### config.mk
export PLATFORM = sky130hd
export DESIGN_NAME = ssc_ctrl
export DESIGN_NICKNAME = d
export VERILOG_FILES = /design/src/assert_macros.svh /design/src/ssc_pkg.sv /design/src/ssc_ctrl.sv
export SDC_FILE = /design/constraint.sdc
export NUM_CORES = 1
export LEC_CHECK = 0
export BUFFER_PORTS_ARGS = -buffer_cell sky130_fd_sc_hd__clkbuf_2
export CORE_AREA = 2 2 39 41
export CTS_CLUSTER_SIZE = 24
export DETAILED_ROUTE_END_ITERATION = 7
export DIE_AREA = 0 0 41 43
export GPL_ROUTABILITY_DRIVEN = 0
export GPL_TIMING_DRIVEN = 0
export SLEW_MARGIN = 20
export SYNTH_ARGS = -nofsm -noshare
export SYNTH_HDL_FRONTEND = slang
export SYNTH_SLANG_ARGS = --single-unit
### constraint.sdc
create_clock -name clk -period 1.48 [get_ports clk]
set_clock_uncertainty 0.2 [all_clocks]
set_input_delay 0.296 -clock clk [delete_from_list [all_inputs] [get_ports clk]]
set_output_delay 0.296 -clock clk [all_outputs]
set_load 0.02 [all_outputs]
### src/assert_macros.svh
// ----------------------------------------------------------------------------
// Assertion macros
// Concurrent assertion wrappers used by the segment state checker RTL.
// ----------------------------------------------------------------------------
`ifndef ASSERT_MACROS_SVH
`define ASSERT_MACROS_SVH

`ifndef ASSERT_OFF
// Check on every rising clock edge outside reset.
`define SSC_ASSERT(lbl, prop, msg) \
  lbl: assert property (@(posedge clk) disable iff (!rst_n) (prop)) else $error(msg);
// Check on every rising clock edge, reset included.
`define SSC_ASSERT_NR(lbl, prop, msg) \
  lbl: assert property (@(posedge clk) (prop)) else $error(msg);
`else
`define SSC_ASSERT(lbl, prop, msg)
`define SSC_ASSERT_NR(lbl, prop, msg)
`endif

`endif

### src/ssc_pkg.sv
// ----------------------------------------------------------------------------
// ssc_pkg
// Shared types and codes of the segment state checker.
// ----------------------------------------------------------------------------
`default_nettype none

package ssc_pkg;

  localparam int IN_W    = 80;
  localparam int OUT_W   = 40;
  localparam int ID_W    = 10;
  localparam int BYTE_W  = 31;
  localparam int OP_W    = 3;
  localparam int SEG_W   = 2;
  localparam int RC_W    = 2;
  localparam int LOG_W   = 5;
  localparam int NSEG_W  = 11;
  localparam int ENTRY_W = SEG_W + BYTE_W;
  localparam int APB_AW  = 4;
  localparam int APB_DW  = 32;

  // Command opcodes
  localparam logic [OP_W-1:0] OP_OPEN    = 3'd0;
  localparam logic [OP_W-1:0] OP_CLOSE   = 3'd1;
  localparam logic [OP_W-1:0] OP_RELEASE = 3'd2;
  localparam logic [OP_W-1:0] OP_WRITE   = 3'd3;
  localparam logic [OP_W-1:0] OP_READ    = 3'd4;
  localparam logic [OP_W-1:0] OP_RECOVER = 3'd5;

  // Segment states
  localparam logic [SEG_W-1:0] SEG_EMPTY  = 2'd0;
  localparam logic [SEG_W-1:0] SEG_OPEN   = 2'd1;
  localparam logic [SEG_W-1:0] SEG_CLOSED = 2'd2;

  // Result status codes
  localparam logic [RC_W-1:0] RC_OK    = 2'd0;
  localparam logic [RC_W-1:0] RC_INVAL = 2'd1;
  localparam logic [RC_W-1:0] RC_NOSPC = 2'd2;
  localparam logic [RC_W-1:0] RC_NOENT = 2'd3;

  // Register indexes (byte address bits [3:2])
  localparam logic [1:0] REG_BLK_LOG2 = 2'd0;
  localparam logic [1:0] REG_SEG_SIZE = 2'd1;
  localparam logic [1:0] REG_NUM_SEG  = 2'd2;

  localparam logic [LOG_W-1:0]  BLK_LOG2_RST = 5'd12;
  localparam logic [BYTE_W-1:0] SEG_SIZE_RST = 31'd67108864;
  localparam logic [NSEG_W-1:0] NUM_SEG_RST  = 11'd1024;

  typedef struct packed {
    logic [LOG_W-1:0]  blk_log2;
    logic [BYTE_W-1:0] seg_size;
    logic [NSEG_W-1:0] num_seg;
  } ssc_cfg_t;

  typedef struct packed {
    logic load_item;  // capture the accepted item
    logic rd_item;    // read the table entry of the accepted item
    logic cnt_clr;    // restart the walk counter
    logic sweep_rd;   // read the entry at the walk counter, advance
    logic clear_wr;   // zero the entry at the walk counter, advance
    logic commit;     // write back the command and load the result
  } ssc_cmd_t;

  typedef struct packed {
    logic is_recover;
    logic cnt_last;
    logic sweep_done;
    logic pend;
    logic out_free;
  } ssc_sts_t;

endpackage

`default_nettype wire

### src/ssc_ctrl.sv
// ----------------------------------------------------------------------------
// ssc_ctrl
// Command sequencer: table clear, command execute and recover walk.
// ----------------------------------------------------------------------------
`default_nettype none

module ssc_ctrl (
  input  wire logic          clk,
  input  wire logic          rst_n,
  input  wire logic          in_tvalid,
  output logic               in_tready,
  input  ssc_pkg::ssc_sts_t  sts_i,
  output ssc_pkg::ssc_cmd_t  cmd_o
);
  import ssc_pkg::*;

  typedef enum logic [1:0] {
    ST_CLEAR,
    ST_IDLE,
    ST_EXEC,
    ST_SWEEP
  } state_t;

  state_t state_r;
  state_t state_nxt;
  logic   accept;

  assign in_tready = (state_r == ST_IDLE);
  assign accept    = in_tvalid && in_tready;

  always_comb begin
    state_nxt = state_r;
    cmd_o     = '0;
    case (state_r)
      ST_CLEAR: begin
        cmd_o.clear_wr = 1'b1;
        if (sts_i.cnt_last) state_nxt = ST_IDLE;
      end
      ST_IDLE: begin
        if (accept) begin
          cmd_o.load_item = 1'b1;
          cmd_o.rd_item   = 1'b1;
          if (sts_i.is_recover) begin
            cmd_o.cnt_clr = 1'b1;
            state_nxt     = ST_SWEEP;
          end else begin
            state_nxt = ST_EXEC;
          end
        end
      end
      ST_SWEEP: begin
        // drain the last write-back before reporting
        if (!sts_i.sweep_done) begin
          cmd_o.sweep_rd = 1'b1;
        end else if (!sts_i.pend) begin
          state_nxt = ST_EXEC;
        end
      end
      ST_EXEC: begin
        if (sts_i.out_free) begin
          cmd_o.commit = 1'b1;
          state_nxt    = ST_IDLE;
        end
      end
      default: state_nxt = ST_IDLE;
    endcase
  end

  always_ff @(posedge clk) begin
    if (!rst_n) begin
      state_r <= ST_CLEAR;
    end else begin
      state_r <= state_nxt;
    end
  end

endmodule

`default_nettype wire

Yosys cells after proc, flatten, opt, wreduce, memory -nomap -nowiden. Cells that the tools add are included.

Register bits after elaboration: 2. Input port bits: 8. Output and inout port bits: 7. Word-level logic and storage cells: 27.

Equality and inequality tests: 8. Multiplexer cells: 15. Reduce and logical (&&, ||, !) cells: 3.

Operator list (count): 2-to-1 mux 2 bit (5); inequality test 2 bit, second input constant (4); one-hot mux 2 bit (4 select lines) (1); 2-to-1 mux 1 bit (7); 2-to-1 mux 3 bit (2); AND reduction 5 bit (1); equality test 2 bit, second input constant (2); equality test 2 x 1 -> 1 bit, second input constant (1); logical NOT 2 bit (1); inequality test 2 x 1 -> 1 bit, second input constant (1); logical AND 1 bit (1).

Longest topological paths before layout.
Depth in word-level cells: 4. Depth in mapped cells: 4. Gate-level depth less buffers: 3.

Worst setup path before layout. No wires, ideal clock.

Path kind: register -> output. Start: register state_r[0]. End: output port cmd_o[5] in the netlist's numbering. Arrival time: 1.185 ns. Data required time: 0.984 ns. Path slack: -0.201 ns. Cell stages (with the launch flop): 4. Path buffers: 1. Cells stage by stage: dfxtp_1 -> nor2b_2 -> and2_1 -> buf_4.

RTL lines: start, declared (line ssc_ctrl.sv:24) `state_t state_r;`; start signal, assigned (line ssc_ctrl.sv:73) `state_r <= state_nxt;`; end, declared (line ssc_ctrl.sv:13) `output ssc_pkg::ssc_cmd_t cmd_o`.

==> flow_summary.ini <==
[pwr]
pwr-share-seq_pct = 22.2
p_per_area_mw_per_mm2 = 798
peakVddDrop_v = 0.000158
leakage_nw = 0.178
p_int_uw = 210
swShare_pct = 28.4
p_sw_uw = 83.3
p_clk_share_pct = 41.8
p_comb_share_pct = 36.0

[cells_and_area]
fin_cells = 58
largest_reg_flops = 2
n_antenna_cell = 0
area_delta_synth_final_pct = 126
finalNetCount = 52
top_register = state_r
largestRegisters = state_r (2)
nFillCells = 161
drive_gt1_share_pct = 73.8
postLayoutCoreUtil_pct = 26.6

[run_status]
status = finished with violations
violations = setup timing

[grt]
grt_most_used_layer = met2
antenna_found_initial = 0
gr-usage-all-layers_pct = 7.11
grt_use_met3_pct = 1.57
grt_max_degree = 8
grt_use_met2_pct = 10.9
grt_use_met1_pct = 7.64
grt_pass1_vias = 222
grt_pass1_wl_um = 828
overflow = 0

[clock_tree]
cts_tree = yes
cts_hold_buf = 0
cts_max_level = 1
cts.sinks = 2
clk_latency_ns = 0.22
numCtsBuffers = 3
path_clk_slew_ns = 0.03
cts_root_buf = clkbuf_4
cts_max_path_buffers = 2

[floorplan]
core-area_mm2 = 0.00138
initial_utilization_pct = 11.8
io_pins = 15
die_w_um = 41
fp.dieH_um = 43
rows = 14
dieArea_mm2 = 0.00176

[detailed_routing]
ant_nets = 0
wirelength_um = 494
firstDrtPassIters = 1
viasPerCell = 3.69
vias = 214
drc = 0
wl_per_cell_um = 8.52
drtIter0Drc = 0

[sta]
finalCritPeriodShare_pct = 106
hold_violations = 0
holdWs_ns = 0.0894
fmax_mhz = 639
tightest_slew_ns = 0.157
setup_ws_ns = -0.0853
rsz0062_at_grt = true
slew_viol_final = 0
setup-violations-final = 3
relSlewSlack_pct = 89.4
finalCriticalPeriod_ns = 1.57

[yosys]
yosysWarnings = 0
ys_ff_latch = 2
synthAdderAreaFrac_pct = 0
synth_mux_area_share_pct = 9.23
synthXorXnorAreaFrac_pct = 0
synth_cells = 21
synth_seq_area_share_pct = 24.6
synth_fp_nets = 29
synth_compound_area_share_pct = 21.5
synth_top_family_by_area = simple AND/OR/NAND/NOR gates
synthSimpleGateAreaFrac_pct = 33.1
avgSynthCellArea_um2 = 7.75
yosysUniqueCellTypes = 15
netlist_area_um2 = 163

[run]
cap_violations = 0

[place]
port_buffers = 14
dp_hpwl_um = 346
dp_worst_setup_slack_ns = 0.0485
place_inst = 51

[worst_hold_path]
hold_path_class = input pin to flip-flop

[worst_setup_path]
crit_arrival_ns = 1.07
end_kind = output port
cp_max_fo = 5
path_cells = nor2b_4 > and2_4 > buf_6 > buf_8
setup.worst_path.start_class = flip-flop
path_class = flip-flop to output port
required_ns = 0.98
max_stage_delay_ns = 0.34
worst_path_max_delay_cell = dfxtp_4
-- path summary, 6_finish.rpt --
check                           startpoint    endpoint  slack, ns  depth (start not counted)
worst max register to register  state_r[1]  state_r[0]       0.11                          5
worst max-delay path            state_r[0]    cmd_o[5]      -0.09                          4
worst min-delay path                 rst_n  state_r[0]       0.09                          3
worst min register to register  state_r[0]  state_r[0]       0.25                          1
-- final cells by class --
class                           count  area, um^2  area share [%]
Timing Repair Buffer               19         148            40.1
Multi-Input combinational cell     17         119            32.3
Sequential cell                     2        47.5            12.9
Clock buffer                        3        22.5            6.12
Tap cell                           16        20.0            5.44
Buffer                              1        11.3            3.06
-- cell usage after synthesis, drive strengths merged --
cell type / n / area, um^2
nand2b: 1 / 6.26
mux2: 1 / 15.0
o21ai: 2 / 13.8
o2bb2ai: 1 / 8.76
dfxtp: 2 / 40.0
and2: 1 / 6.26
and3: 1 / 6.26
nand2: 3 / 11.3
a21boi: 1 / 7.51
a21oi: 1 / 5.00
nor2: 4 / 15.0
buf: 2 / 18.8
nor2b: 1 / 8.76
-- what timing repair did --
item	4_1_cts	5_1_grt
buffers inserted	3	2
setup endpoints to repair	5	7
gates resized for setup	11	11
gates cloned	0	0
pin swaps	1	1
-- stage by stage --
stage          total power [mW]  cell area, um^2  setup TNS [ns]
2_1_floorplan             0.115              171               0
3_3_place_gp              0.141              262               0
6_report                  0.293              368          -0.185
3_5_place_dp              0.142              262               0
5_1_grt                   0.310              368          -0.310
4_1_cts                   0.285              343          -0.387
-- layout by cell type (no fill, tap or decap) --
| master | synthesis | final |
|---|---|---|
| buf_6 | 1 | 3 |
| nor2_1 | 4 | 4 |
| o2bb2ai_1 | 1 | 1 |
| clkbuf_4 | 0 | 4 |
| o21ai_0 | 1 | 1 |
| dfxtp_4 | 0 | 2 |
| o21ai_2 | 1 | 1 |
| clkbuf_2 | 0 | 7 |
| nand2_1 | 3 | 2 |
| buf_4 | 1 | 7 |
| nor2b_4 | 0 | 1 |
| a21oi_1 | 1 | 1 |
| buf_8 | 0 | 2 |
| a21boi_0 | 1 | 1 |
| nand2_2 | 0 | 1 |
| and3_4 | 0 | 1 |
| and2_4 | 0 | 1 |
| nand2b_1 | 1 | 1 |
| mux2_4 | 1 | 1 |
-- cells by family after synthesis --
| kind of cell | after synthesis |
|---|---|
| AOI/OAI and AO/OA | 5 |
| muxes | 1 |
| buffers and inverters | 2 |
| and+or+nand+nor | 11 |
| DFF | 2 |
-- routing by layer --
metal	share of wire, %	wire, um
met5	0	0
met3	6.3	31
met4	0	0
met1	35	175
met2	58	287
-- worst max-delay path: cells and delay by family, from the launching register on --
kind                   cells  cell delay, ns
buffers and inverters      2            0.22
and+or+nand+nor            2            0.28
DFF                        1            0.34
-- power by group through the flow --
| stage | clock, mW | combinational (mW) | sequential (mW) |
|---|---|---|---|
| after CTS | 0.124 | 0.0956 | 0.0651 |
| after detailed placement | 0 | 0.0757 | 0.0660 |
| after global placement | 0 | 0.0749 | 0.0657 |
| after floorplan | 0 | 0.0503 | 0.0645 |
| after global routing | 0.130 | 0.114 | 0.0660 |
| final | 0.123 | 0.106 | 0.0652 |
(Power assumes the default switching activity.)
