File: config.mk
export PLATFORM = sky130hd
export DESIGN_NAME = ssc_regs
export DESIGN_NICKNAME = d
export VERILOG_FILES = /design/src/assert_macros.svh /design/src/ssc_pkg.sv /design/src/ssc_regs.sv
export SDC_FILE = /design/constraint.sdc
export NUM_CORES = 1
export LEC_CHECK = 0
export BUFFER_PORTS_ARGS = -buffer_cell sky130_fd_sc_hd__clkbuf_2
export CAP_MARGIN = 20
export CORE_ASPECT_RATIO = 0.8
export CORE_MARGIN = 2
export CORE_UTILIZATION = 48
export CTS_CLUSTER_SIZE = 28
export DETAILED_ROUTE_END_ITERATION = 6
export PLACE_DENSITY = 0.85
export SYNTH_ARGS = -nofsm -noshare
export SYNTH_HDL_FRONTEND = slang
export SYNTH_SLANG_ARGS = --single-unit
File: constraint.sdc
create_clock -name clk -period 1.95 [get_ports clk]
set_clock_uncertainty 0.05 [all_clocks]
set_input_delay 0.0975 -clock clk [delete_from_list [all_inputs] [get_ports clk]]
set_output_delay 0.0975 -clock clk [all_outputs]
set_load 0.02 [all_outputs]
File: src/assert_macros.svh
// ----------------------------------------------------------------------------
// Assertion macros
// Concurrent assertion wrappers used by the segment state checker RTL.
// ----------------------------------------------------------------------------
`ifndef ASSERT_MACROS_SVH
`define ASSERT_MACROS_SVH

`ifndef ASSERT_OFF
// Check on every rising clock edge outside reset.
`define SSC_ASSERT(lbl, prop, msg) \
  lbl: assert property (@(posedge clk) disable iff (!rst_n) (prop)) else $error(msg);
// Check on every rising clock edge, reset included.
`define SSC_ASSERT_NR(lbl, prop, msg) \
  lbl: assert property (@(posedge clk) (prop)) else $error(msg);
`else
`define SSC_ASSERT(lbl, prop, msg)
`define SSC_ASSERT_NR(lbl, prop, msg)
`endif

`endif

File: src/ssc_pkg.sv
// ----------------------------------------------------------------------------
// ssc_pkg
// Shared types and codes of the segment state checker.
// ----------------------------------------------------------------------------
`default_nettype none

package ssc_pkg;

  localparam int IN_W    = 80;
  localparam int OUT_W   = 40;
  localparam int ID_W    = 10;
  localparam int BYTE_W  = 31;
  localparam int OP_W    = 3;
  localparam int SEG_W   = 2;
  localparam int RC_W    = 2;
  localparam int LOG_W   = 5;
  localparam int NSEG_W  = 11;
  localparam int ENTRY_W = SEG_W + BYTE_W;
  localparam int APB_AW  = 4;
  localparam int APB_DW  = 32;

  // Command opcodes
  localparam logic [OP_W-1:0] OP_OPEN    = 3'd0;
  localparam logic [OP_W-1:0] OP_CLOSE   = 3'd1;
  localparam logic [OP_W-1:0] OP_RELEASE = 3'd2;
  localparam logic [OP_W-1:0] OP_WRITE   = 3'd3;
  localparam logic [OP_W-1:0] OP_READ    = 3'd4;
  localparam logic [OP_W-1:0] OP_RECOVER = 3'd5;

  // Segment states
  localparam logic [SEG_W-1:0] SEG_EMPTY  = 2'd0;
  localparam logic [SEG_W-1:0] SEG_OPEN   = 2'd1;
  localparam logic [SEG_W-1:0] SEG_CLOSED = 2'd2;

  // Result status codes
  localparam logic [RC_W-1:0] RC_OK    = 2'd0;
  localparam logic [RC_W-1:0] RC_INVAL = 2'd1;
  localparam logic [RC_W-1:0] RC_NOSPC = 2'd2;
  localparam logic [RC_W-1:0] RC_NOENT = 2'd3;

  // Register indexes (byte address bits [3:2])
  localparam logic [1:0] REG_BLK_LOG2 = 2'd0;
  localparam logic [1:0] REG_SEG_SIZE = 2'd1;
  localparam logic [1:0] REG_NUM_SEG  = 2'd2;

  localparam logic [LOG_W-1:0]  BLK_LOG2_RST = 5'd12;
  localparam logic [BYTE_W-1:0] SEG_SIZE_RST = 31'd67108864;
  localparam logic [NSEG_W-1:0] NUM_SEG_RST  = 11'd1024;

  typedef struct packed {
    logic [LOG_W-1:0]  blk_log2;
    logic [BYTE_W-1:0] seg_size;
    logic [NSEG_W-1:0] num_seg;
  } ssc_cfg_t;

  typedef struct packed {
    logic load_item;  // capture the accepted item
    logic rd_item;    // read the table entry of the accepted item
    logic cnt_clr;    // restart the walk counter
    logic sweep_rd;   // read the entry at the walk counter, advance
    logic clear_wr;   // zero the entry at the walk counter, advance
    logic commit;     // write back the command and load the result
  } ssc_cmd_t;

  typedef struct packed {
    logic is_recover;
    logic cnt_last;
    logic sweep_done;
    logic pend;
    logic out_free;
  } ssc_sts_t;

endpackage

`default_nettype wire

File: src/ssc_regs.sv
// ----------------------------------------------------------------------------
// ssc_regs
// APB configuration registers: block size, segment size, segment count.
// ----------------------------------------------------------------------------
`default_nettype none

module ssc_regs (
  input  wire logic                       clk,
  input  wire logic                       rst_n,
  input  wire logic                       cfg_psel,
  input  wire logic                       cfg_penable,
  input  wire logic                       cfg_pwrite,
  input  wire logic [ssc_pkg::APB_AW-1:0] cfg_paddr,
  input  wire logic [ssc_pkg::APB_DW-1:0] cfg_pwdata,
  output logic      [ssc_pkg::APB_DW-1:0] cfg_prdata,
  output logic                            cfg_pready,
  output ssc_pkg::ssc_cfg_t               cfg_o
);
  import ssc_pkg::*;

  logic [LOG_W-1:0]  blk_log2_r;
  logic [BYTE_W-1:0] seg_size_r;
  logic [NSEG_W-1:0] num_seg_r;
  logic              wr_en;
  logic [1:0]        reg_idx;

  assign cfg_pready = 1'b1;
  assign reg_idx    = cfg_paddr[3:2];
  assign wr_en      = cfg_psel && cfg_penable && cfg_pwrite && cfg_pready;

  always_ff @(posedge clk) begin
    if (!rst_n) begin
      blk_log2_r <= BLK_LOG2_RST;
      seg_size_r <= SEG_SIZE_RST;
      num_seg_r  <= NUM_SEG_RST;
    end else if (wr_en) begin
      if (reg_idx == REG_BLK_LOG2) blk_log2_r <= cfg_pwdata[LOG_W-1:0];
      if (reg_idx == REG_SEG_SIZE) seg_size_r <= cfg_pwdata[BYTE_W-1:0];
      if (reg_idx == REG_NUM_SEG)  num_seg_r  <= cfg_pwdata[NSEG_W-1:0];
    end
  end

  always_comb begin
    case (reg_idx)
      REG_BLK_LOG2: cfg_prdata = APB_DW'(blk_log2_r);
      REG_SEG_SIZE: cfg_prdata = APB_DW'(seg_size_r);
      REG_NUM_SEG:  cfg_prdata = APB_DW'(num_seg_r);
      default:      cfg_prdata = '0;
    endcase
  end

  assign cfg_o.blk_log2 = blk_log2_r;
  assign cfg_o.seg_size = seg_size_r;
  assign cfg_o.num_seg  = num_seg_r;

endmodule

`default_nettype wire

Yosys cells after proc, flatten, opt, wreduce, memory -nomap -nowiden
Index checks and enable logic that the tools add are counted.
{ "totals": {"reg_bits": 47, "in_bits": 41, "output_inout_bits": 80, "word_cells": 12} }
{ "op_classes": {"eq_ne": 2, "mux": 1, "reduce_logical": 6} }
{ "op_table": {"columns": ["operator", "n"], "rows": [
  ["$pmux 31 s3", 1],
  ["$reduce_and 2->1", 3],
  ["$eq 2x1->1 const B", 1],
  ["$eq 2x2->1 const B", 1],
  ["$logic_and 1x1->1", 2],
  ["$logic_not 2->1", 1]
]} }

Longest topological paths before layout
Gate-level depths: netlist of run 1.
{ "logic_depth": {"word_depth": 3, "depth_mapped": 7, "depth_no_buf": 3} }

Worst setup path before layout of run 1
Ideal clock, no wire load.
{ "synth_path": {"kind": "reg-to-output", "start": "reg seg_size_r[0]", "end": "out cfg_prdata[0] (netlist bit)", "arrival_time_ps": 1026, "required_ps": 1803, "path_slack_ps": 777, "stages_incl_launch_ff": 3, "n_path_buf": 0, "path_cell_list": "dfxtp_1 mux2i_1 o21ai_0"} }
{ "synth_between": {"elab_chain_cells": 1} }
{ "synth_lines": {"columns": ["item", "line", "rtl"], "rows": [
  ["from (decl)", "ssc_regs.sv:22", "logic [BYTE_W-1:0] seg_size_r;"],
  ["from (signal assigned)", "ssc_regs.sv:38", "if (reg_idx == REG_SEG_SIZE) seg_size_r <= cfg_pwdata[BYTE_W-1:0];"],
  ["$pmux 31 s3", "ssc_regs.sv:44", "case (reg_idx)"],
  ["to (decl)", "ssc_regs.sv:15", "output logic [ssc_pkg::APB_DW-1:0] cfg_prdata,"]
]} }
No other way between the ends.

Worst setup path after layout of run 1
{ "layout_path": {"start": "in cfg_paddr[2] (netlist bit)", "end": "out cfg_prdata[10] (netlist bit)"} }
{ "layout_between": {"elab_chain_cells": 2, "elab_cells_between_ends": 4, "classes_between": "eq/ne: 2; mux: 1; reduce/logical: 1"} }
{ "layout_lines": {"columns": ["item", "line", "rtl"], "rows": [
  ["from (decl)", "ssc_regs.sv:13", "input wire logic [ssc_pkg::APB_AW-1:0] cfg_paddr,"],
  ["$eq 2x2->1 (tied with other cells)", "ssc_regs.sv:44", null],
  ["$pmux 31 s3 (*)", "ssc_regs.sv:44", null]
]} }
Every way passes the cells marked *; elsewhere a longest branch is shown, timed or not.

==> summary.md, run 1 <==
| Metric | Value |
|---|---|
| Clock insertion delay at the later pin of the skew report | approximately 0.28 ns |
| Largest net degree at the start of global routing | 32 |
| Most frequent cells in the layout | 115 x clkbuf_2, 78 x nand2_1, 48 x mux2i_1 |
| GRT busiest layer | met2 |
| Synthesized cell area | around 2200 µm² |
| Clock root buffer | clkbuf_8 |
| CTS buffer count | 5 |
| Final hold vios | 0 |
| All-Layer GR Usage | roughly 20% |
| Status | completed |
| Internal power | between 1 and 1.5 mW |
| Met3 GRT Util | under 10% |
| Final worst path period need | roughly 1.3 ns |
| Row count | 22 |
| Setup TNS | 0 ns |
| Max H-tree Level | 2 |
| Peak fanout along the critical path | 27 |
| IO Port Bufs | approximately 120 |
| First-pass GRT wire length | approximately 8400 µm |
| P_sw | roughly 0.43 mW |
| Hold Path End | seg_size_r[26] |
| Reg2reg start | seg_size_r[5] |
| Hold path depth | 3 |
| Startpoint Class | input pin |
| Drc violations | 0 |
| Vert. Die Dim | 64.8 µm |
| Chip width | between 80 and 90 µm |
| Maximum vdd drop | roughly 0.00038 V |
| Combinational power share | 12.3% |
| Worst Path Arrival | around 1.2 ns |
| Slew Viols, Final | 0 |
| Pleak | about 1.4 nW |
| CP Cell Sequence | clkbuf_2 -> nor2b_4 -> buf_4 -> a22o_1 -> clkbuf_2 |
| Register share of total power | about 54% |
| Cell count of the worst reg-to-reg path | 2 |
| Mean Syn Cell Area | between 8 and 9 µm² |
| Effective utilization at floorplan | just under 50% |
| Class of the most critical setup path | in2out |
| R2r endpoint | seg_size_r[5] |
| Period Utilization, post-route | around 67% |
| HP Class | in2reg |
| CP bufs+invs | 3 |
| Antenna Cells | 0 |
| CTS resizes | 0 |
| Clock power share | between 30% and 40% |
| Slowest CP cell | buf_4 |
| Synthesized instance count | ~250 |
| CTS clock-pin slew for the worst setup and hold paths | approximately 0.08 ns |
| Max Cap Viol | 0 |
| Worst-Margin Slew | approximately 0.55 ns |
| TritonCTS Sinks | 47 |
| Register area share after synthesis | 42.4% |
| IO Pins | ~120 |
| Drt pass-1 iters | 4 |
| Routed Antenna Nets | 0 |
| Crit path max-delay family | buffers and inverters |
| Vias/cell | about 4.9 |
| Hold Crit Start | cfg_pwdata[26] |
| GR met1 Demand/Resource | between 20% and 30% |
| Core area | between 4000 and 5000 µm² |
| Post-synthesis net count | between 200 and 300 |
| CP most frequent cell | clkbuf_2 |
| Most common cell after layout, fill and taps aside | clkbuf_2 |
| Routability cong. | ~0.74 |
| Initial DRC count | 56 |
| Layout cells sized above 1 | between 30% and 40% |
| RSZ-0062 raised after global routing | no |
| Sw frac | between 20% and 30% |
| Setup Fix Bufs, Post-CTS | 0 |
| Vias in the first global route | ~1800 |
| Worst R2R Setup Slack | 1.23 ns |
| Slew HR | 63.3% |
| CTS tree | yes |
| CP max stage delay | approximately 0.27 ns |
| Avg WL per Cell | roughly 12 µm |
| Nets@finish | about 410 |
| Final WL | between 5000 and 6000 µm |
| DPL Wire Length | approximately 3600 µm |
| Data required time of the worst path | 1.80 ns |
| Vias post-DR | 2101 |
| Met2 Track Usage GR | between 30% and 40% |
| Placed cell area | approximately 2700 µm² |
| Die area | between 5000 and 6000 µm² |
| Maximum clock path buffer count | 2 |
| Syn-to-layout area delta | 36.3% |
| GR Overflow Total | 0 |
| Initial antenna violation count | 0 |
| Synth warn | 0 |
| Crit end category | primary output |
| Unique cell type count in the Yosys netlist | 21 |
| PwrDens | 603 nW/µm² |
| Design area | 3030 µm² |
| F_max | about 0.77 GHz |
| Final Setup Violations | 0 |
| Flops & latches, synth | 47 |
[synth_stat cells]
| master | count | area share [%] |
|---|---|---|
| buf_6 | 3 | 1.5 |
| clkbuf_1 | 11 | 1.9 |
| nand2_1 | 78 | 13 |
| mux2i_1 | 48 | 22 |
| conb_1 | 2 | 0.34 |
| nand3_1 | 4 | 0.90 |
| buf_12 | 3 | 2.7 |
| buf_2 | 3 | 0.68 |
| nor2b_4 | 1 | 0.62 |
| buf_4 | 3 | 1.0 |
| and3_1 | 1 | 0.28 |
| and2_1 | 22 | 6.2 |
| o211ai_2 | 1 | 0.56 |
| a22o_1 | 6 | 2.4 |
| nor2_1 | 1 | 0.17 |
| o211ai_1 | 3 | 1.0 |
| and2_4 | 1 | 0.39 |
| inv_1 | 4 | 0.68 |
| dfxtp_1 | 47 | 42 |
| and2b_1 | 1 | 0.34 |
| o21ai_0 | 5 | 1.1 |
[state kept, by name, summed over array words and instances, names as in the netlist]
| signal | cells |
|---|---|
| num_seg_r | 11 |
| blk_log2_r | 5 |
| seg_size_r | 31 |
[worst max-delay path by stage]
stage	startpoint	endpoint	slack [ns]	cells past startpoint
6_report	cfg_paddr[2]	cfg_prdata[10]	0.65	5
5_1_grt	cfg_paddr[2]	cfg_prdata[9]	0.56	5
4_1_cts	cfg_paddr[2]	cfg_prdata[10]	0.66	5
3_5_place_dp	cfg_paddr[2]	seg_size_r[5]	0.51	4
3_3_place_gp	cfg_pwrite	seg_size_r[10]	0.55	4
2_1_floorplan	seg_size_r[0]	cfg_prdata[0]	0.78	2
[metal layers]
layer,vias to the layer above,wire length [µm]
li1,1046,-
met1,964,2320
met2,80,2630
met3,11,364
met4,0,87
met5,-,0
[worst register-to-register path, cell delays in order, from the launching register on]
cell     delay, ns
dfxtp_1       0.37
nand2_1       0.08
mux2i_1       0.15
[repair_timing]
item,4_1_cts,5_1_grt
hold buffers,19,0
endpoints found under the setup margin,0,0
hold endpoints to repair,19,0
[area by class of cell]
class	count	area, µm²
fillers	398	1490
multi-input cells	174	1090
flip-flops and latches	47	941
repair buffers	139	803
clock buffers	8	100
well taps	60	75.1
inverters	4	15.0
[metrics by stage]
| stage | total power, mW | setup WS (ns) | util [%] | instances | hold WS [ns] |
|---|---|---|---|---|---|
| floorplan | 1.13 | 0.777 | - | 248 | 0.190 |
| global placement | 1.19 | 0.549 | 60.6 | 405 | 0.278 |
| detailed placement | 1.20 | 0.509 | 60.6 | 405 | 0.287 |
| CTS | 1.84 | 0.658 | 67.0 | 432 | 0.00309 |
| global route | 1.91 | 0.556 | 67.0 | 432 | 0.00255 |
| finish | 1.82 | 0.651 | 67.0 | 432 | 0.00779 |
[kinds of logic (layout without fill, tap and decap cells)]
kind of cell | after synthesis | after routing | share of synthesized area, %
compound gates | 15 | 15 | 5.07
buf+inv | 27 | 151 | 8.46
flops | 47 | 47 | 42.4
mux | 48 | 48 | 21.6
other cells | 2 | 2 | 0.338
simple gates | 109 | 109 | 22.1
[power by group through the flow]
stage	Sequential [mW]	Clock [mW]	Combinational [mW]
after floorplan	1.02	0	0.112
after CTS	0.982	0.636	0.225
final	0.982	0.617	0.225
after detailed placement	1.00	0	0.195
after global placement	1.00	0	0.190
after global routing	0.984	0.679	0.247
(Power assumes the default switching activity.)
==> run 2: changes to the inputs <==
--- a/config.mk
+++ b/config.mk
@@ -9,10 +9,10 @@
 export CAP_MARGIN = 20
 export CORE_ASPECT_RATIO = 0.8
 export CORE_MARGIN = 2
-export CORE_UTILIZATION = 48
+export CORE_UTILIZATION = 44
 export CTS_CLUSTER_SIZE = 28
 export DETAILED_ROUTE_END_ITERATION = 6
-export PLACE_DENSITY = 0.85
+export PLACE_DENSITY = 0.79
 export SYNTH_ARGS = -nofsm -noshare
 export SYNTH_HDL_FRONTEND = slang
 export SYNTH_SLANG_ARGS = --single-unit
==> constraint.sdc (replaced) <==
create_clock -name clk -period 1.2 [get_ports clk]
set_clock_uncertainty 0.05 [all_clocks]
set_input_delay 0.06 -clock clk [delete_from_list [all_inputs] [get_ports clk]]
set_output_delay 0.06 -clock clk [all_outputs]
set_load 0.02 [all_outputs]
==> run 2 against run 1 <==
Effect of this change: routed wire length increased by 8.8%; largest power group unchanged; highest routed layer unchanged; global-route usage increased by 0.27 points; hold slack got worse by 0.0066 ns; critical endpoint is now cfg_prdata[3]; non-clock buffer count increased by 22.
==> summary.md, run 2 (synthesized netlist as in run 1, its figures left out) <==
| Metric | Value |
|---|---|
| Drt pass-1 iters | 4 (unchanged) |
| Routed Antenna Nets | 0 (unchanged) |
| GRT busiest layer | met2 (unchanged) |
| GR Overflow Total | 0 (unchanged) |
| Top Registers | seg_size_r: 31 flops, num_seg_r: 11 flops, blk_log2_r: 5 flops (unchanged) |
| GR met1 Demand/Resource | 25.0% (was 24.7%) |
| Drc violations | 0 (unchanged) |
| Vert. Die Dim | 67.5 µm (was 64.8 µm) |
| Crit end category | primary output (unchanged) |
| Final hold vios | 0 (unchanged) |
| F_max | approximately 0.85 GHz |
| Biggest register | seg_size_r (unchanged) |
| Class of the most critical setup path | reg2out (was in2out) |
| CTS buffer count | 5 (unchanged) |
| RSZ-0062 raised after global routing | yes (was no) |
| Final worst path period need | approximately 1.2 ns |
| DPL Wire Length | 3960 µm (was 3600 µm) |
| Maximum clock path buffer count | 2 (unchanged) |
| Syn-to-layout area delta | 48.0% (was 36.3%) |
| Place WS | -0.00537 ns (was 0.509 ns) |
| Peak fanout along the critical path | 3 (was 27) |
| Clock insertion delay at the later pin of the skew report | 0.30 ns (was 0.28 ns) |
| Layout cells sized above 1 | 38.6% (was 34.9%) |
| Data required time of the worst path | 1.09 ns (was 1.80 ns) |
| Final Setup Violations | 0 (unchanged) |
| IO Port Bufs | 115 (unchanged) |
| Met2 Track Usage GR | 38.1% (was 36.4%) |
| Startpoint Class | register (was input pin) |
| Antenna Cells | 0 (unchanged) |
| Clock root buffer | clkbuf_8 (unchanged) |
| Initial DRC count | 88 (was 56) |
| CTS clock-pin slew for the worst setup and hold paths | 0.08 ns (about the same) |
| HP Class | in2reg (unchanged) |
| Largest net degree at the start of global routing | 78 (was 32) |
| CP max stage delay | 0.35 ns (was 0.27 ns) |
| Vias/cell | 4.72 (was 4.86) |
| Slowest CP cell | dfxtp_2 (was buf_4) |
| Post-route setup slack | 0.0239 ns (was 0.651 ns) |
| Core Util, Final | 66.8% (was 67.0%) |
| Most frequent cells in the layout | 110 x clkbuf_2, 78 x nand2_1, 48 x mux2i_1 (was 115 x clkbuf_2, 78 x nand2_1, 48 x mux2i_1) |
| Max Cap Viol | 0 (unchanged) |
| Slew Viols, Final | 0 (unchanged) |
| Vias in the first global route | 2029 (was 1839) |
| Initial antenna violation count | 0 (unchanged) |
| Chip width | 83.4 µm (was 80.0 µm) |
| CP Cell Sequence | mux2i_1 -> o21ai_0 -> clkbuf_4 (was clkbuf_2 -> nor2b_4 -> buf_4 -> a22o_1 -> clkbuf_2) |
| Worst Path Arrival | 1.07 ns (was 1.15 ns) |
| Max H-tree Level | 2 (unchanged) |
| Final WL | 5870 µm (was 5390 µm) |
| Pleak | 1.56 nW (was 1.43 nW) |
| Met3 GRT Util | 5.26% (was 4.74%) |
| CTS tree | yes (unchanged) |
| First-pass GRT wire length | 9380 µm (was 8370 µm) |
| Setup TNS | 0 ns (unchanged) |
| Vias post-DR | 2151 (was 2101) |
| Effective utilization at floorplan | 45.1% (was 49.2%) |
| Row count | 23 (was 22) |
| Status | completed (unchanged) |
| PwrDens | 979 nW/µm² (was 603 nW/µm²) |
| TritonCTS Sinks | 47 (unchanged) |
| Maximum vdd drop | 0.000586 V (was 0.000379 V) |
| Worst R2R Setup Slack | 0.48 ns (was 1.23 ns) |
| Avg WL per Cell | 12.9 µm (was 12.5 µm) |
| Nets@finish | 434 (was 412) |
| Die area | 5630 µm² (was 5190 µm²) |
| Max reg flops | 31 (unchanged) |
| Most common cell after layout, fill and taps aside | clkbuf_2 (unchanged) |
| All-Layer GR Usage | 20.8% (was 20.6%) |
| IO Pins | 121 (unchanged) |
| Core area | 4920 µm² (was 4510 µm²) |
| Period Utilization, post-route | a little over nine tenths |
| Routability cong. | 0.788 (was 0.744) |
[run 2: changes by cell type in the layout (fill, tap and decap cells not counted), moves of 2 or more]
cell	delta
dfxtp_2	+10
o21ai_0	-2
clkbuf_2	-5
dlygate4sd3_1	+11
o21ai_1	+2
buf_4	+12
buf_12	+2
dfxtp_1	-10
[run 2: worst paths after layout]
path | start | end | depth (start not counted)
setup / recovery | seg_size_r[3] | cfg_prdata[3] | 3
hold / removal | cfg_pwdata[1] | blk_log2_r[1] | 3
setup reg to reg | num_seg_r[4] | num_seg_r[4] | 2
hold reg to reg | seg_size_r[4] | seg_size_r[4] | 2
[run 2: repair_timing]
action / CTS / global route
setup buffers: 0 / 1
gates resized for setup: 8 / 12
hold endpoints to repair: 41 / 0
pin swaps: 0 / 1
hold buffers: 30 / 0
setup endpoints to repair: 3 / 5
[run 2: metrics by stage]
step | instance area (µm²) | power [mW] | instances | hold slack, ns
after floorplan | 2220 | 1.84 | 248 | 0.152
after global placement | 2840 | 1.96 | 417 | 0.241
after detailed placement | 2840 | 1.97 | 417 | 0.245
after CTS | 3270 | 3.24 | 455 | 0.00808
after global routing | 3290 | 3.36 | 456 | 0.0377
final | 3290 | 3.22 | 456 | 0.00119
[run 2: worst max-delay path: cells and delay by family, from the launching register on]
| family | cells | cell delay, ns |
|---|---|---|
| compound gates | 1 | 0.16 |
| buf+inv | 1 | 0.20 |
| flops | 1 | 0.35 |
| mux | 1 | 0.07 |
[run 2: where the power goes]
part / internal [mW] / switching [mW]
Clock: 0.674 / 0.524
Combinational: 0.207 / 0.216
Sequential: 1.58 / 0.0163
Total: 2.46 / 0.756
[run 2: final cells by class]
type	count	area, µm²
sequential	47	953
multi-input combinational	174	1090
tap	62	77.6
clock buffer	6	82.6
timing repair buffer	161	1030
inverter	4	15.0
fill	408	1640
clock inverter	2	35.0
[run 2: routing by layer]
| layer | wire, µm | vias up |
|---|---|---|
| met4 | 43 | 0 |
| met3 | 344 | 4 |
| met5 | 0 | - |
| li1 | - | 1089 |
| met1 | 2470 | 989 |
| met2 | 3010 | 69 |
==> run 3: changes to the inputs <==
--- a/config.mk
+++ b/config.mk
@@ -7,12 +7,12 @@
 export LEC_CHECK = 0
 export BUFFER_PORTS_ARGS = -buffer_cell sky130_fd_sc_hd__clkbuf_2
 export CAP_MARGIN = 20
-export CORE_ASPECT_RATIO = 0.8
 export CORE_MARGIN = 2
-export CORE_UTILIZATION = 44
+export CORE_UTILIZATION = 46
+export CTS_BUF_LIST = sky130_fd_sc_hd__clkbuf_8
 export CTS_CLUSTER_SIZE = 28
 export DETAILED_ROUTE_END_ITERATION = 6
-export PLACE_DENSITY = 0.79
+export PLACE_DENSITY = 0.82
 export SYNTH_ARGS = -nofsm -noshare
 export SYNTH_HDL_FRONTEND = slang
 export SYNTH_SLANG_ARGS = --single-unit
==> run 3 against run 2 <==
Effect of this change: critical path type unchanged; first-iteration DRC count decreased by 31%; die area decreased by 4.2%; combinational power increased by 4%; critical endpoint unchanged; non-clock buffer count increased by 1.
==> summary.md, run 3 (synthesized netlist as in run 1, its figures left out) <==
| Metric | Value |
|---|---|
| Status | completed (unchanged) |
| Combinational power share | 14.4% (was 13.1%) |
| Worst setup endpoint | cfg_prdata[3] (unchanged) |
| Final worst path period need | 1.17 ns (was 1.18 ns) |
| Post-route setup slack | 0.0311 ns (was 0.0239 ns) |
| Routability cong. | 0.776 (was 0.788) |
| Vias in the first global route | 1914 (was 2029) |
| Place WS | 0.0223 ns (was -0.00537 ns) |
| Startpoint Class | register (unchanged) |
| Maximum clock path buffer count | 2 (unchanged) |
| Die area | 5400 µm² (was 5630 µm²) |
| Setup TNS | 0 ns (unchanged) |
| CP max stage delay | 0.35 ns (about the same) |
| DPL Wire Length | 3890 µm (was 3960 µm) |
| Clock insertion delay at the later pin of the skew report | 0.29 ns (was 0.30 ns) |
| IO Port Bufs | 115 (unchanged) |
| Final Setup Violations | 0 (unchanged) |
| Peak fanout along the critical path | 3 (unchanged) |
| Nets@finish | 435 (was 434) |
| Most frequent cells in the layout | 110 x clkbuf_2, 78 x nand2_1, 48 x mux2i_1 (unchanged) |
| Period Utilization, post-route | 97.4% (was 98.0%) |
| Internal power | 2.32 mW (was 2.46 mW) |
| PwrDens | 922 nW/µm² (was 979 nW/µm²) |
| Most common cell after layout, fill and taps aside | clkbuf_2 (unchanged) |
| Reg2reg start | seg_size_r[3] (was num_seg_r[4]) |
| Row count | 25 (was 23) |
| Clock root buffer | clkbuf_8 (unchanged) |
| Initial DRC count | 61 (was 88) |
| Class of the most critical setup path | reg2out (unchanged) |
| Antenna Cells | 0 (unchanged) |
| Largest net degree at the start of global routing | 29 (was 78) |
| Max reg flops | 31 (unchanged) |
| Vias post-DR | 2190 (was 2151) |
| First-pass GRT wire length | 8810 µm (was 9380 µm) |
| Core area | 4690 µm² (was 4920 µm²) |
| CTS tree | yes (unchanged) |
| Maximum vdd drop | 0.000699 V (was 0.000586 V) |
| Vert. Die Dim | 73.5 µm (was 67.5 µm) |
| Avg WL per Cell | 13.2 µm (was 12.9 µm) |
| Register share of total power | 52.3% (was 49.6%) |
| Final WL | 5930 µm (was 5870 µm) |
| IO Pins | 121 (unchanged) |
| Effective utilization at floorplan | 47.3% (was 45.1%) |
| Worst R2R Setup Slack | 0.48 ns (about the same) |
| Crit end category | primary output (unchanged) |
| Syn-to-layout area delta | 49.2% (was 48.0%) |
| Clock power share | 33.4% (was 37.2%) |
| F_max | 0.856 GHz (was 0.850 GHz) |
| Critical Path Start | blk_log2_r[3] (was seg_size_r[3]) |
| Top Registers | seg_size_r: 31 flops, num_seg_r: 11 flops, blk_log2_r: 5 flops (unchanged) |
| HP Class | in2reg (unchanged) |
| Drc violations | 0 (unchanged) |
| Biggest register | seg_size_r (unchanged) |
| Drt pass-1 iters | 4 (unchanged) |
| P_sw | 0.737 mW (was 0.756 mW) |
| Slowest CP cell | dfxtp_2 (unchanged) |
| RSZ-0062 raised after global routing | yes (unchanged) |
| Placed cell area | 2870 µm² (was 2840 µm²) |
| Initial antenna violation count | 0 (unchanged) |
| R2r endpoint | seg_size_r[3] (was num_seg_r[4]) |
| Vias/cell | 4.88 (was 4.72) |
| Data required time of the worst path | 1.09 ns (about the same) |
| Routed Antenna Nets | 0 (unchanged) |
| Pwr Total | 3.05 mW (was 3.22 mW) |
| Chip width | 73.5 µm (was 83.4 µm) |
| Pleak | 1.57 nW (was 1.56 nW) |
| Max H-tree Level | 2 (unchanged) |
| CTS clock-pin slew for the worst setup and hold paths | 0.08 ns (about the same) |
| TritonCTS Sinks | 47 (unchanged) |
| Layout cells sized above 1 | 38.5% (was 38.6%) |
| Worst Path Arrival | 1.06 ns (was 1.07 ns) |
| Final hold vios | 0 (unchanged) |
| Fill cell count | 355 (was 408) |
| Max Cap Viol | 0 (unchanged) |
| Slew Viols, Final | 0 (unchanged) |
| CTS buffer count | 5 (unchanged) |
| Sw frac | 24.2% (was 23.5%) |
| Cell count of the worst reg-to-reg path | 3 (was 2) |
| All-Layer GR Usage | 20.9% (was 20.8%) |
| GR Overflow Total | 0 (unchanged) |
| Design area | 3310 µm² (was 3290 µm²) |
| CP Cell Sequence | mux2i_1 -> o21ai_1 -> buf_4 (was mux2i_1 -> o21ai_0 -> clkbuf_4) |
run 3: cell count changes in the layout (fill, tap and decap cells not counted):
cell / change
clkinv_2: -1
o21ai_1: +1
buf_2: +2
buf_12: +4
inv_1: +1
clkbuf_8: +1
bufinv_16: -1
buf_4: -5
o21ai_0: -1
run 3: worst max-delay path, delay by kind of cell (launching register included):
family,cells,cell delay (ns)
AOI/OAI and AO/OA,1,0.18
buffers and inverters,1,0.17
DFF,1,0.35
muxes,1,0.07
run 3: timing repair:
| item | CTS | global route |
|---|---|---|
| resized for setup | 7 | 12 |
| pin swaps | 0 | 1 |
| hold buffers | 30 | 0 |
| gates cloned | 0 | 0 |
| endpoints found under the hold margin | 38 | 0 |
| setup buffers | 0 | 3 |
| endpoints found under the setup margin | 2 | 5 |
run 3: power groups by stage:
stage	Sequential (mW)	Combinational (mW)	Clock [mW]
after floorplan	1.66	0.182	0
after global placement	1.63	0.347	0
after detailed placement	1.63	0.352	0
after CTS	1.60	0.432	1.05
after global routing	1.60	0.474	1.12
final	1.60	0.438	1.02
run 3: worst min-delay path by stage:
stage	from	end	slack [ns]	depth (start not counted)
final	cfg_pwdata[1]	blk_log2_r[1]	0.02	3
after global routing	cfg_pwdata[1]	seg_size_r[1]	0.02	3
after CTS	cfg_pwdata[1]	num_seg_r[1]	0.02	3
after detailed placement	cfg_pwdata[16]	seg_size_r[16]	0.25	3
after global placement	cfg_pwdata[12]	seg_size_r[12]	0.24	3
after floorplan	cfg_pwdata[11]	seg_size_r[11]	0.15	2
run 3: layer usage:
layer	wire, µm	vias up	GRT usage [%]
li1	-	1095	-
met1	2500	992	25.3
met2	2940	96	37.0
met3	417	7	5.08
met4	70	0	5.45
met5	0	-	0
run 3: area by class of cell:
type / count / area [µm²] / share of cell area (%)
Sequential cell: 47 / 953 / 28.8
Clock buffer: 7 / 96.3 / 2.91
Timing Repair Buffer: 162 / 1080 / 32.7
Clock inverter: 1 / 3.75 / 0.113
Tap cell: 54 / 67.6 / 2.04
Multi-Input combinational cell: 174 / 1090 / 33.0
Inverter: 4 / 15.0 / 0.454
run 3: per-stage QoR:
stage / hold slack (ns) / cells / utilization, %
after floorplan: 0.152 / 248 / -
after global placement: 0.238 / 408 / 61.2
after detailed placement: 0.249 / 408 / 61.2
after CTS: 0.0177 / 446 / 69.9
after global routing: 0.0228 / 449 / 70.6
final: 0.0202 / 449 / 70.6
